$ cat src/hdl/frd_pkg.sv
// Frame rate decimator: shared types and constants.
// Word types for the frame and decision channels, the register write
// bundle and the register index codes. No dependencies.
package frd_pkg;

  localparam int unsigned FpsW   = 7;
  localparam int unsigned MaxFps = 120;
  localparam int unsigned IdxW   = 8;

  localparam logic [FpsW-1:0] CaptureFpsRst = FpsW'(30);
  localparam logic [FpsW-1:0] RecordFpsRst  = FpsW'(30);

  typedef enum logic [IdxW-1:0] {
    RegCaptureFps = 8'd0,
    RegRecordFps  = 8'd1
  } cfg_reg_e;

  typedef struct packed {
    logic capture_request;
    logic paused;
  } in_word_t;

  typedef struct packed {
    logic forward;
    logic capture_tag;
  } out_word_t;

  typedef struct packed {
    logic            wr;
    logic [IdxW-1:0] index;
    logic [FpsW-1:0] data;
  } cfg_wr_t;

  function automatic logic [FpsW-1:0] sat_fps(logic [FpsW-1:0] value);
    logic [FpsW:0] lim;
    lim = (FpsW+1)'(MaxFps);
    if ({1'b0, value} > lim) begin
      return lim[FpsW-1:0];
    end
    return value;
  endfunction

endpackage

$ cat src/hdl/frd_core.sv
// Frame rate decimator: rate registers, frame index, drop count and the
// per-frame drop decision. Depends on frd_pkg.
module frd_core (
  input  logic              clk_i,
  input  logic              rst_ni,
  input  frd_pkg::cfg_wr_t  cfg_i,
  input  logic              step_i,
  input  frd_pkg::in_word_t item_i,
  output frd_pkg::out_word_t res_o
);
  import frd_pkg::*;

  logic [FpsW-1:0]   cap_q, rec_q;
  logic [FpsW-1:0]   idx_q, idx_d;
  logic [FpsW-1:0]   drop_q, drop_d;
  logic [FpsW-1:0]   rate_c, rate_r, idx_base, drop_base;
  logic              active, drop;
  logic [2*FpsW:0]   lhs, rhs;

  always_ff @(posedge clk_i or negedge rst_ni) begin
    if (!rst_ni) begin
      cap_q <= CaptureFpsRst;
      rec_q <= RecordFpsRst;
    end else if (cfg_i.wr) begin
      unique case (cfg_i.index)
        RegCaptureFps: cap_q <= sat_fps(cfg_i.data);
        RegRecordFps:  rec_q <= sat_fps(cfg_i.data);
        default: ;
      endcase
    end
  end

  always_comb begin
    rate_c    = cap_q;
    rate_r    = (rec_q > cap_q) ? cap_q : rec_q;
    active    = !item_i.paused || item_i.capture_request;
    idx_base  = (idx_q >= rate_c) ? '0 : idx_q;
    drop_base = (idx_base == '0) ? '0 : drop_q;
    lhs       = ((2*FpsW+1)'(idx_base) + (2*FpsW+1)'(1)) *
                (2*FpsW+1)'(rate_c - rate_r);
    rhs       = (2*FpsW+1)'(rate_c) *
                ((2*FpsW+1)'(drop_base) + (2*FpsW+1)'(1));
    drop      = (rate_c > rate_r) && (lhs >= rhs);
    idx_d     = idx_q;
    drop_d    = drop_q;
    if (active) begin
      idx_d = idx_base + FpsW'(1);
      if (!item_i.capture_request) begin
        drop_d = drop ? drop_base + FpsW'(1) : drop_base;
      end
    end
    res_o.forward     = active && (item_i.capture_request || !drop);
    res_o.capture_tag = active && item_i.capture_request;
  end

  always_ff @(posedge clk_i or negedge rst_ni) begin
    if (!rst_ni) begin
      idx_q  <= '0;
      drop_q <= '0;
    end else if (step_i) begin
      idx_q  <= idx_d;
      drop_q <= drop_d;
    end
  end

endmodule

$ cat src/hdl/frame_rate_decimator.sv
// Frame rate decimator top level: input word register, decision core and
// output word register with stall handshakes. Depends on frd_pkg, frd_core.
//
//   channel | handshake               | word
//   --------+-------------------------+---------------------------------
//   in      | in_valid_i / in_stall_o | in_word_i (capture_request, paused)
//   out     | out_valid_o/ out_stall_i| out_word_o (forward, capture_tag)
//   cfg     | cfg_valid_i/ cfg_ready_o| cfg_index_i, cfg_data_i
//
// One word per cycle unless the output stalls; a word passes both registers.
// The decision runs as the input register hands over to the output register.
// Reset clears the frame index and drop count and loads both rates with 30.
// A stalled output holds its word; the input stalls only when both registers
// are full and the output stalls. Register writes are always taken.
module frame_rate_decimator (
  input  logic                clk_i,
  input  logic                rst_ni,
  input  logic                in_valid_i,
  output logic                in_stall_o,
  input  frd_pkg::in_word_t   in_word_i,
  output logic                out_valid_o,
  input  logic                out_stall_i,
  output frd_pkg::out_word_t  out_word_o,
  input  logic                cfg_valid_i,
  output logic                cfg_ready_o,
  input  logic [7:0]          cfg_index_i,
  input  logic [6:0]          cfg_data_i
);
  import frd_pkg::*;

  logic      in_valid_q, out_valid_q;
  in_word_t  in_word_q;
  out_word_t out_word_q, res;
  logic      out_free, step, in_take;
  cfg_wr_t   cfg;

  assign cfg_ready_o = 1'b1;
  assign cfg.wr      = cfg_valid_i;
  assign cfg.index   = cfg_index_i;
  assign cfg.data    = cfg_data_i;

  assign out_free   = !out_valid_q || !out_stall_i;
  assign step       = in_valid_q && out_free;
  assign in_stall_o = in_valid_q && !out_free;
  assign in_take    = in_valid_i && !in_stall_o;

  frd_core u_core (
    .clk_i  (clk_i),
    .rst_ni (rst_ni),
    .cfg_i  (cfg),
    .step_i (step),
    .item_i (in_word_q),
    .res_o  (res)
  );

  always_ff @(posedge clk_i or negedge rst_ni) begin
    if (!rst_ni) begin
      in_valid_q  <= 1'b0;
      out_valid_q <= 1'b0;
    end else begin
      if (out_free) begin
        out_valid_q <= in_valid_q;
      end
      if (!in_stall_o) begin
        in_valid_q <= in_valid_i;
      end
    end
  end

  always_ff @(posedge clk_i) begin
    if (in_take) begin
      in_word_q <= in_word_i;
    end
    if (step) begin
      out_word_q <= res;
    end
  end

  assign out_valid_o = out_valid_q;
  assign out_word_o  = out_word_q;

  a_tag_forwarded: assert property (@(posedge clk_i) disable iff (!rst_ni)
    out_valid_o |-> (!out_word_o.capture_tag || out_word_o.forward))
    else $error("capture tag on a dropped word");

  a_step_fills_out: assert property (@(posedge clk_i) disable iff (!rst_ni)
    step |=> out_valid_q)
    else $error("decided word lost before output register");

  a_stall_needs_word: assert property (@(posedge clk_i) disable iff (!rst_ni)
    in_stall_o |-> (in_valid_q && out_valid_q && out_stall_i))
    else $error("input stalled without a full pipeline");

  a_take_loads: assert property (@(posedge clk_i) disable iff (!rst_ni)
    in_take |=> in_valid_q)
    else $error("accepted word not held in input register");

endmodule

$ cat config.mk
export PLATFORM = sky130hd
export DESIGN_NAME = frame_rate_decimator
export DESIGN_NICKNAME = d
export VERILOG_FILES = /design/src/hdl/frd_pkg.sv /design/src/hdl/frd_core.sv /design/src/hdl/frame_rate_decimator.sv
export SDC_FILE = /design/constraint.sdc
export NUM_CORES = 1
export LEC_CHECK = 0
export BUFFER_PORTS_ARGS = -buffer_cell sky130_fd_sc_hd__buf_2
export CAP_MARGIN = 5
export CORE_UTILIZATION = 30
export DETAILED_ROUTE_END_ITERATION = 10
export MAX_ROUTING_LAYER = met4
export SKIP_LAST_GASP = 1
export SYNTH_ARGS = -nofsm -noshare
export SYNTH_HDL_FRONTEND = slang
export SYNTH_HIERARCHICAL = 1
export SYNTH_SLANG_ARGS = --single-unit
export TNS_END_PERCENT = 100
$ cat constraint.sdc
create_clock -name clk_i -period 16.1 [get_ports clk_i]
set_input_delay 1.61 -clock clk_i [delete_from_list [all_inputs] [get_ports clk_i]]
set_output_delay 1.61 -clock clk_i [all_outputs]
set_load 0.01 [all_outputs]
# Yosys cells after proc, flatten, opt, wreduce, memory -nomap -nowiden
# Index checks and enable logic that the tools add are counted.
[word_totals]
register_bits = 34
latch_bits = 0
ramBits = 0
rom_bits = 0
input_bits = 22
output_inout_bits = 5
elab_cells = 57
memories = 0
[op_classes]
addsub = 5
multipliers = 2
div_mod_pow = 0
magnitude_cmp = 5
eq_ne = 1
shift = 0
muxes = 12
bitwise_logic = 1
reduce_logical = 21
[op_table]
columns = ["cell", "count"]
rows = [
  ["$mux W7", 7],
  ["$add A7 B1 Y8 const B", 2],
  ["$ge A15 B15 Y1", 1],
  ["$mul A15 B15 Y15", 1],
  ["$mul A7 B15 Y15", 1],
  ["$add A7 B1 Y7 const B", 2],
  ["$gt A7 B7 Y1", 2],
  ["$eq A8 B1 Y1 const B", 1],
  ["$logic_not A8 Y1", 1],
  ["$sub A7 B7 Y8", 1],
  ["$ge A7 B7 Y1", 1],
  ["$gt A7 B7 Y1 const B", 1],
  ["$logic_not A7 Y1", 1],
  ["$logic_and A1 B1 Y1", 6],
  ["$logic_not A1 Y1", 6],
  ["$reduce_and A2 Y1", 3],
  ["$mux W1", 5],
  ["$logic_or A1 B1 Y1", 3],
  ["$reduce_and A3 Y1", 1],
  ["$not A1 Y1", 1],
]

# Logic depth before layout (Yosys ltp)
[logic_depth]
depth_word = 11
ltp_mapped = 41

# Hierarchy
# The synthesis kept the hierarchy.
[by_module_without_submodules]
columns = ["module", "instances", "cells_per_inst", "area_each_um2", "seq_area_each_um2"]
rows = [
  ["frd_core", 1, 723, 6261.0, 710.7],
  ["frame_rate_decimator", 1, 14, 224.0, 170.2],
]

# Worst setup path before layout
# No wires, ideal clock.
[synth_timing]
path_type = "flip-flop to flip-flop"
from = "register u_core.cap_q[2]"
to = "register u_core.drop_q[3]"
setup_ns = 0.121
arrival_time_ns = 8.590
t_required_ns = 15.979
path_slack_ns = 7.389
stages_incl_launch_ff = 42
path_buffers = 2
path_cell_list = "dfstp_2 -> clkinv_1 -> ha_1 -> a21o_1 -> a31oi_1 -> o21ai_1 -> buf_2 -> nor2_2 -> inv_1 -> ha_1 -> o211ai_1 -> or3_1 -> and2_4 -> buf_6 -> nand2_1 -> inv_1 -> ha_1 -> nand3_1 -> (+6 left out) -> fa_1 -> inv_1 -> fa_1 -> inv_1 -> ha_1 -> o21a_1 -> o31a_1 -> o31a_1 -> o211a_1 -> o41ai_2 -> xnor2_1 -> ha_1 -> a211oi_1 -> o221ai_1 -> a41oi_1 -> a21oi_2 -> and2_1 -> a22o_1"
[synth_between]
elab_chain_cells = 9
[synth_rtl]
columns = ["item", "line_no", "rtl"]
rows = [
  ["start, declared", "frd_core.sv:13", "logic [FpsW-1:0] cap_q, rec_q;"],
  ["start signal, assigned", "frd_core.sv:22", "cap_q <= CaptureFpsRst;"],
  ["start signal, assigned", "frd_core.sv:26", "RegCaptureFps: cap_q <= sat_fps(cfg_i.data);"],
  ["$ge A7 B7 Y1", "frd_core.sv:37", "idx_base = (idx_q >= rate_c) ? '0 : idx_q;"],
  ["$mux W7", "frd_core.sv:37", ""],
  ["$logic_not A7 Y1", "frd_core.sv:38", "drop_base = (idx_base == '0) ? '0 : drop_q;"],
  ["$mux W7", "frd_core.sv:38", ""],
  ["$add A7 B1 Y8", "frd_core.sv:42", "((2*FpsW+1)'(drop_base) + (2*FpsW+1)'(1));"],
  ["$mul A7 B15 Y15", "frd_core.sv:41", "rhs = (2*FpsW+1)'(rate_c) *"],
  ["$ge A15 B15 Y1", "frd_core.sv:43", "drop = (rate_c > rate_r) && (lhs >= rhs);"],
  ["$logic_and A1 B1 Y1", "frd_core.sv:43", ""],
  ["$mux W7 *", "frd_core.sv:49", "drop_d = drop ? drop_base + FpsW'(1) : drop_base;"],
  ["end signal, assigned", "frd_core.sv:62", "drop_q <= drop_d;"],
  ["end, declared", "frd_core.sv:15", "logic [FpsW-1:0] drop_q, drop_d;"],
]
# Every way passes the cells marked *; elsewhere a longest branch is shown, timed or not.
# A chain may end at the register's enable or synchronous reset.

# Worst setup path after layout
[layout_timing]
from = "register u_core.cap_q[2]"
to = "register u_core.drop_q[2]"
# Same word-level chain as after synthesis.

==> results_dict.tcl <==
set metrics [dict create \
    final_layout_size_suffix_gt1_share_pct 10.3 \
    htreeDepth 2 \
    fillers 2222 \
    post_cts_resized 0 \
    layout.area.seq_sq_um 881 \
    multiInputGateArea_sq_um 5130 \
    post-dp-hpwl_microns 12700 \
    cp-start-kind "flop" \
    ios 27 \
    r2r_setup_slack_ps 5670 \
    cts_setup_buffers 0 \
    min_path_type "reg2reg" \
    wire_per_inst_microns 14.6 \
    clk_latency_ps 270 \
    drt_iter0_markers 325 \
    clk_root_buffer_cell "clkbuf_16" \
    cts_buffer_depth 2 \
    finalHoldViolCount 0 \
    chipHeight_microns 149 \
    final_util_pct 33.4 \
    fmax_ghz 0.0959 \
    cts.sinks 34 \
    vias_per_cell 4.91 \
    syn_inst 737 \
    gp_congestion 0.885 \
    crit_top_cell "inv_1" \
    layout_worst_path_cycle_share_pct 64.8 \
    drv_cap 0 \
    area_growth_pct 8.68 \
    fin_nets 951 \
    drc 0 \
    syn-cell-area_sq_um 6480 \
    async_flop_share_pct 88.2 \
    grt_overflow 0 \
    cts_hold_buffers 0 \
    start_util_pct 30.8 \
    max_slew.worst_pin.slew_ps 931 \
    end_kind "flop" \
    clkSlewWorstSetupHoldPaths_ps 50 \
    std_cell_rows 53 \
    slew_headroom_pct 37.5 \
    finClkSkew_ps 4.86 \
    grt_first_pass_wirelength_microns 25200 \
    syn_nets 934 \
    critical_path_arrival_ps 10580 \
    port_buffers 25 \
    r2r_start "u_core/cap_q[2]$_DFFE_PN1P_" \
    syn_area_per_cell_sq_um 8.80 \
    dieArea_sq_um 22200 \
    r2r_cells 39 \
    worst-path-max-fanout 13 \
    ys_seq_elements 34 \
    synth_top_flop_cell "dfrtp_1" \
    slew_violations 0 \
    max_stage_delay_ps 650 \
    drt_wl_total_microns 15100 \
    grt_pass1_vias 5046 \
    setup_viol 0 \
    grt_antenna_before_repair 0 \
    die_w_microns 149 \
    outcome "completed" \
    diodes 0 \
    via_count 5060 \
    required_ps 16250 \
    rr_endpoint "u_core/drop_q[2]$_DFFE_PN0P_" \
    tns_ps 0 \
    cts_tree "done" \
    cts_buffers 5 \
    crit_start "u_core/cap_q[2]$_DFFE_PN1P_" \
    grt_max_degree 31 \
    synth.yosys.seq_area_share_pct 13.6 \
    ys_warn_count 6 \
    synth-edff-count 4 \
    antenna_left 0 \
    drt_pass1_iterations 4 \
    crit_type "reg2reg" \
    crit_end "u_core/drop_q[2]$_DFFE_PN0P_" \
    grt_use_total_pct 14.5 \
    slowest_stage "o21ai_1" \
    core_sq_um 21100 \
    rsz0062_at_grt "no" \
    min_period_ps 10430 \
    synth_cell_types 71 \
    hold_start "u_core/rec_q[0]$_DFFE_PN0P_" \
]
sequential cells by signal (all words and copies together) (netlist names):
signal and flops:
out_valid_o 1, u_core/drop_q 7, out_word_o 2, u_core/cap_q 7
in_word_q 2, in_valid_q 1, u_core/idx_q 7, u_core/rec_q 7
final cells by class:
type | count | area share, %
multi-input combinational | 583 | 72.8
sequential | 34 | 12.5
inverter | 105 | 5.59
tap | 275 | 4.88
clock buffer | 7 | 2.02
timing repair buffer | 25 | 1.78
clock inverter | 1 | 0.426
Yosys cell counts (3+ instances only):
master / instances / area share [%]
a21o_1: 7 / 0.81
a21oi_1: 22 / 1.7
a22o_1: 5 / 0.68
and2_1: 16 / 1.5
and3_2: 3 / 0.35
buf_2: 3 / 0.23
clkbuf_1: 9 / 0.52
dfrtp_1: 22 / 8.5
dfstp_2: 8 / 3.2
edfxtp_1: 4 / 1.9
fa_1: 67 / 21
ha_1: 108 / 21
inv_1: 103 / 6.0
mux2_2: 5 / 0.87
mux2i_1: 8 / 1.2
nand2_1: 45 / 2.6
nand2b_1: 10 / 0.96
nand3_1: 13 / 1.0
nand4_1: 5 / 0.48
nor2_1: 79 / 4.6
nor2b_1: 5 / 0.48
nor3_1: 29 / 2.2
o211ai_1: 4 / 0.46
o21a_1: 8 / 0.93
o21ai_0: 35 / 2.7
o21ai_1: 4 / 0.31
o21bai_1: 6 / 0.69
o31a_1: 4 / 0.54
or2_2: 11 / 1.1
or3_1: 8 / 0.77
xnor2_1: 19 / 2.6
xor2_1: 14 / 1.9
layer usage:
metal | part of all wire, % | global-route usage, % | vias to the layer above
met3 | 2.6 | 1.53 | 10
met2 | 49 | 23.8 | 79
met1 | 48 | 19.7 | 2455
met4 | 0.88 | 1.53 | 0
li1 | - | - | 2516
met5 | 0 | - | -
cell families (layout without fill, tap and decap cells):
group / Yosys count / in the layout / share of synthesized area (%)
simple gates: 239 / 239 / 17.9
fa+ha+maj: 175 / 175 / 41.5
compound gates: 120 / 120 / 12.6
buf+inv: 120 / 138 / 7.29
xor+xnor: 35 / 35 / 4.96
flops: 34 / 34 / 13.6
mux: 13 / 13 / 2.10
other cells: 1 / 1 / 0.0578
stage by stage:
| stage | hold WS, ps | instance area, sq um | setup slack (ps) | instances |
|---|---|---|---|---|
| after floorplan | 450 | 6480 | 7390 | 737 |
| after global placement | 477 | 6880 | 5740 | 1022 |
| after detailed placement | 486 | 6880 | 5770 | 1022 |
| after CTS | 498 | 7050 | 5700 | 1030 |
| after global routing | 526 | 7050 | 5040 | 1030 |
| final | 495 | 7050 | 5670 | 1030 |
critical path, delay by kind of cell (launching register included):
| kind | cells | cell delay, ps |
|---|---|---|
| adder cells (fa/ha/maj) | 9 | 3670 |
| AO/OA/AOI/OAI | 14 | 3260 |
| AND/OR/NAND/NOR | 7 | 1290 |
| buffers and inverters | 7 | 730 |
| XOR/XNOR | 2 | 730 |
| flip-flops | 1 | 600 |
cell usage in the layout, fill, tap and decap left out, types with 5 or more instances in the layout:
cell / Yosys / final
ha_1: 108 / 108
inv_1: 103 / 103
nor2_1: 79 / 79
fa_1: 67 / 67
nand2_1: 45 / 45
o21ai_0: 35 / 35
nor3_1: 29 / 29
buf_2: 3 / 25
dfrtp_1: 22 / 22
a21oi_1: 22 / 22
xnor2_1: 19 / 19
and2_1: 16 / 16
xor2_1: 14 / 14
nand3_1: 13 / 13
or2_2: 11 / 11
nand2b_1: 10 / 10
mux2i_1: 8 / 8
or3_1: 8 / 8
o21a_1: 8 / 8
dfstp_2: 8 / 8
a21o_1: 7 / 7
o21bai_1: 6 / 6
clkbuf_16: 0 / 5
nor2b_1: 5 / 5
mux2_2: 5 / 5
nand4_1: 5 / 5
a22o_1: 5 / 5
how the worst min path moves through the flow:
stage | endpoint | slack, ps | cells after the start
floorplan | u_core/rec_q[0]$_DFFE_PN0P_ | 450 | 2
global placement | out_valid_o$_DFFE_PN0P_ | 480 | 1
detailed placement | u_core/rec_q[0]$_DFFE_PN0P_ | 490 | 2
CTS | u_core/rec_q[0]$_DFFE_PN0P_ | 500 | 2
global route | out_valid_o$_DFFE_PN0P_ | 530 | 1
finish | u_core/rec_q[0]$_DFFE_PN0P_ | 490 | 2
Power is not shown: default switching activity piles up to over one toggle a cycle in this logic, so the estimate is an artifact.
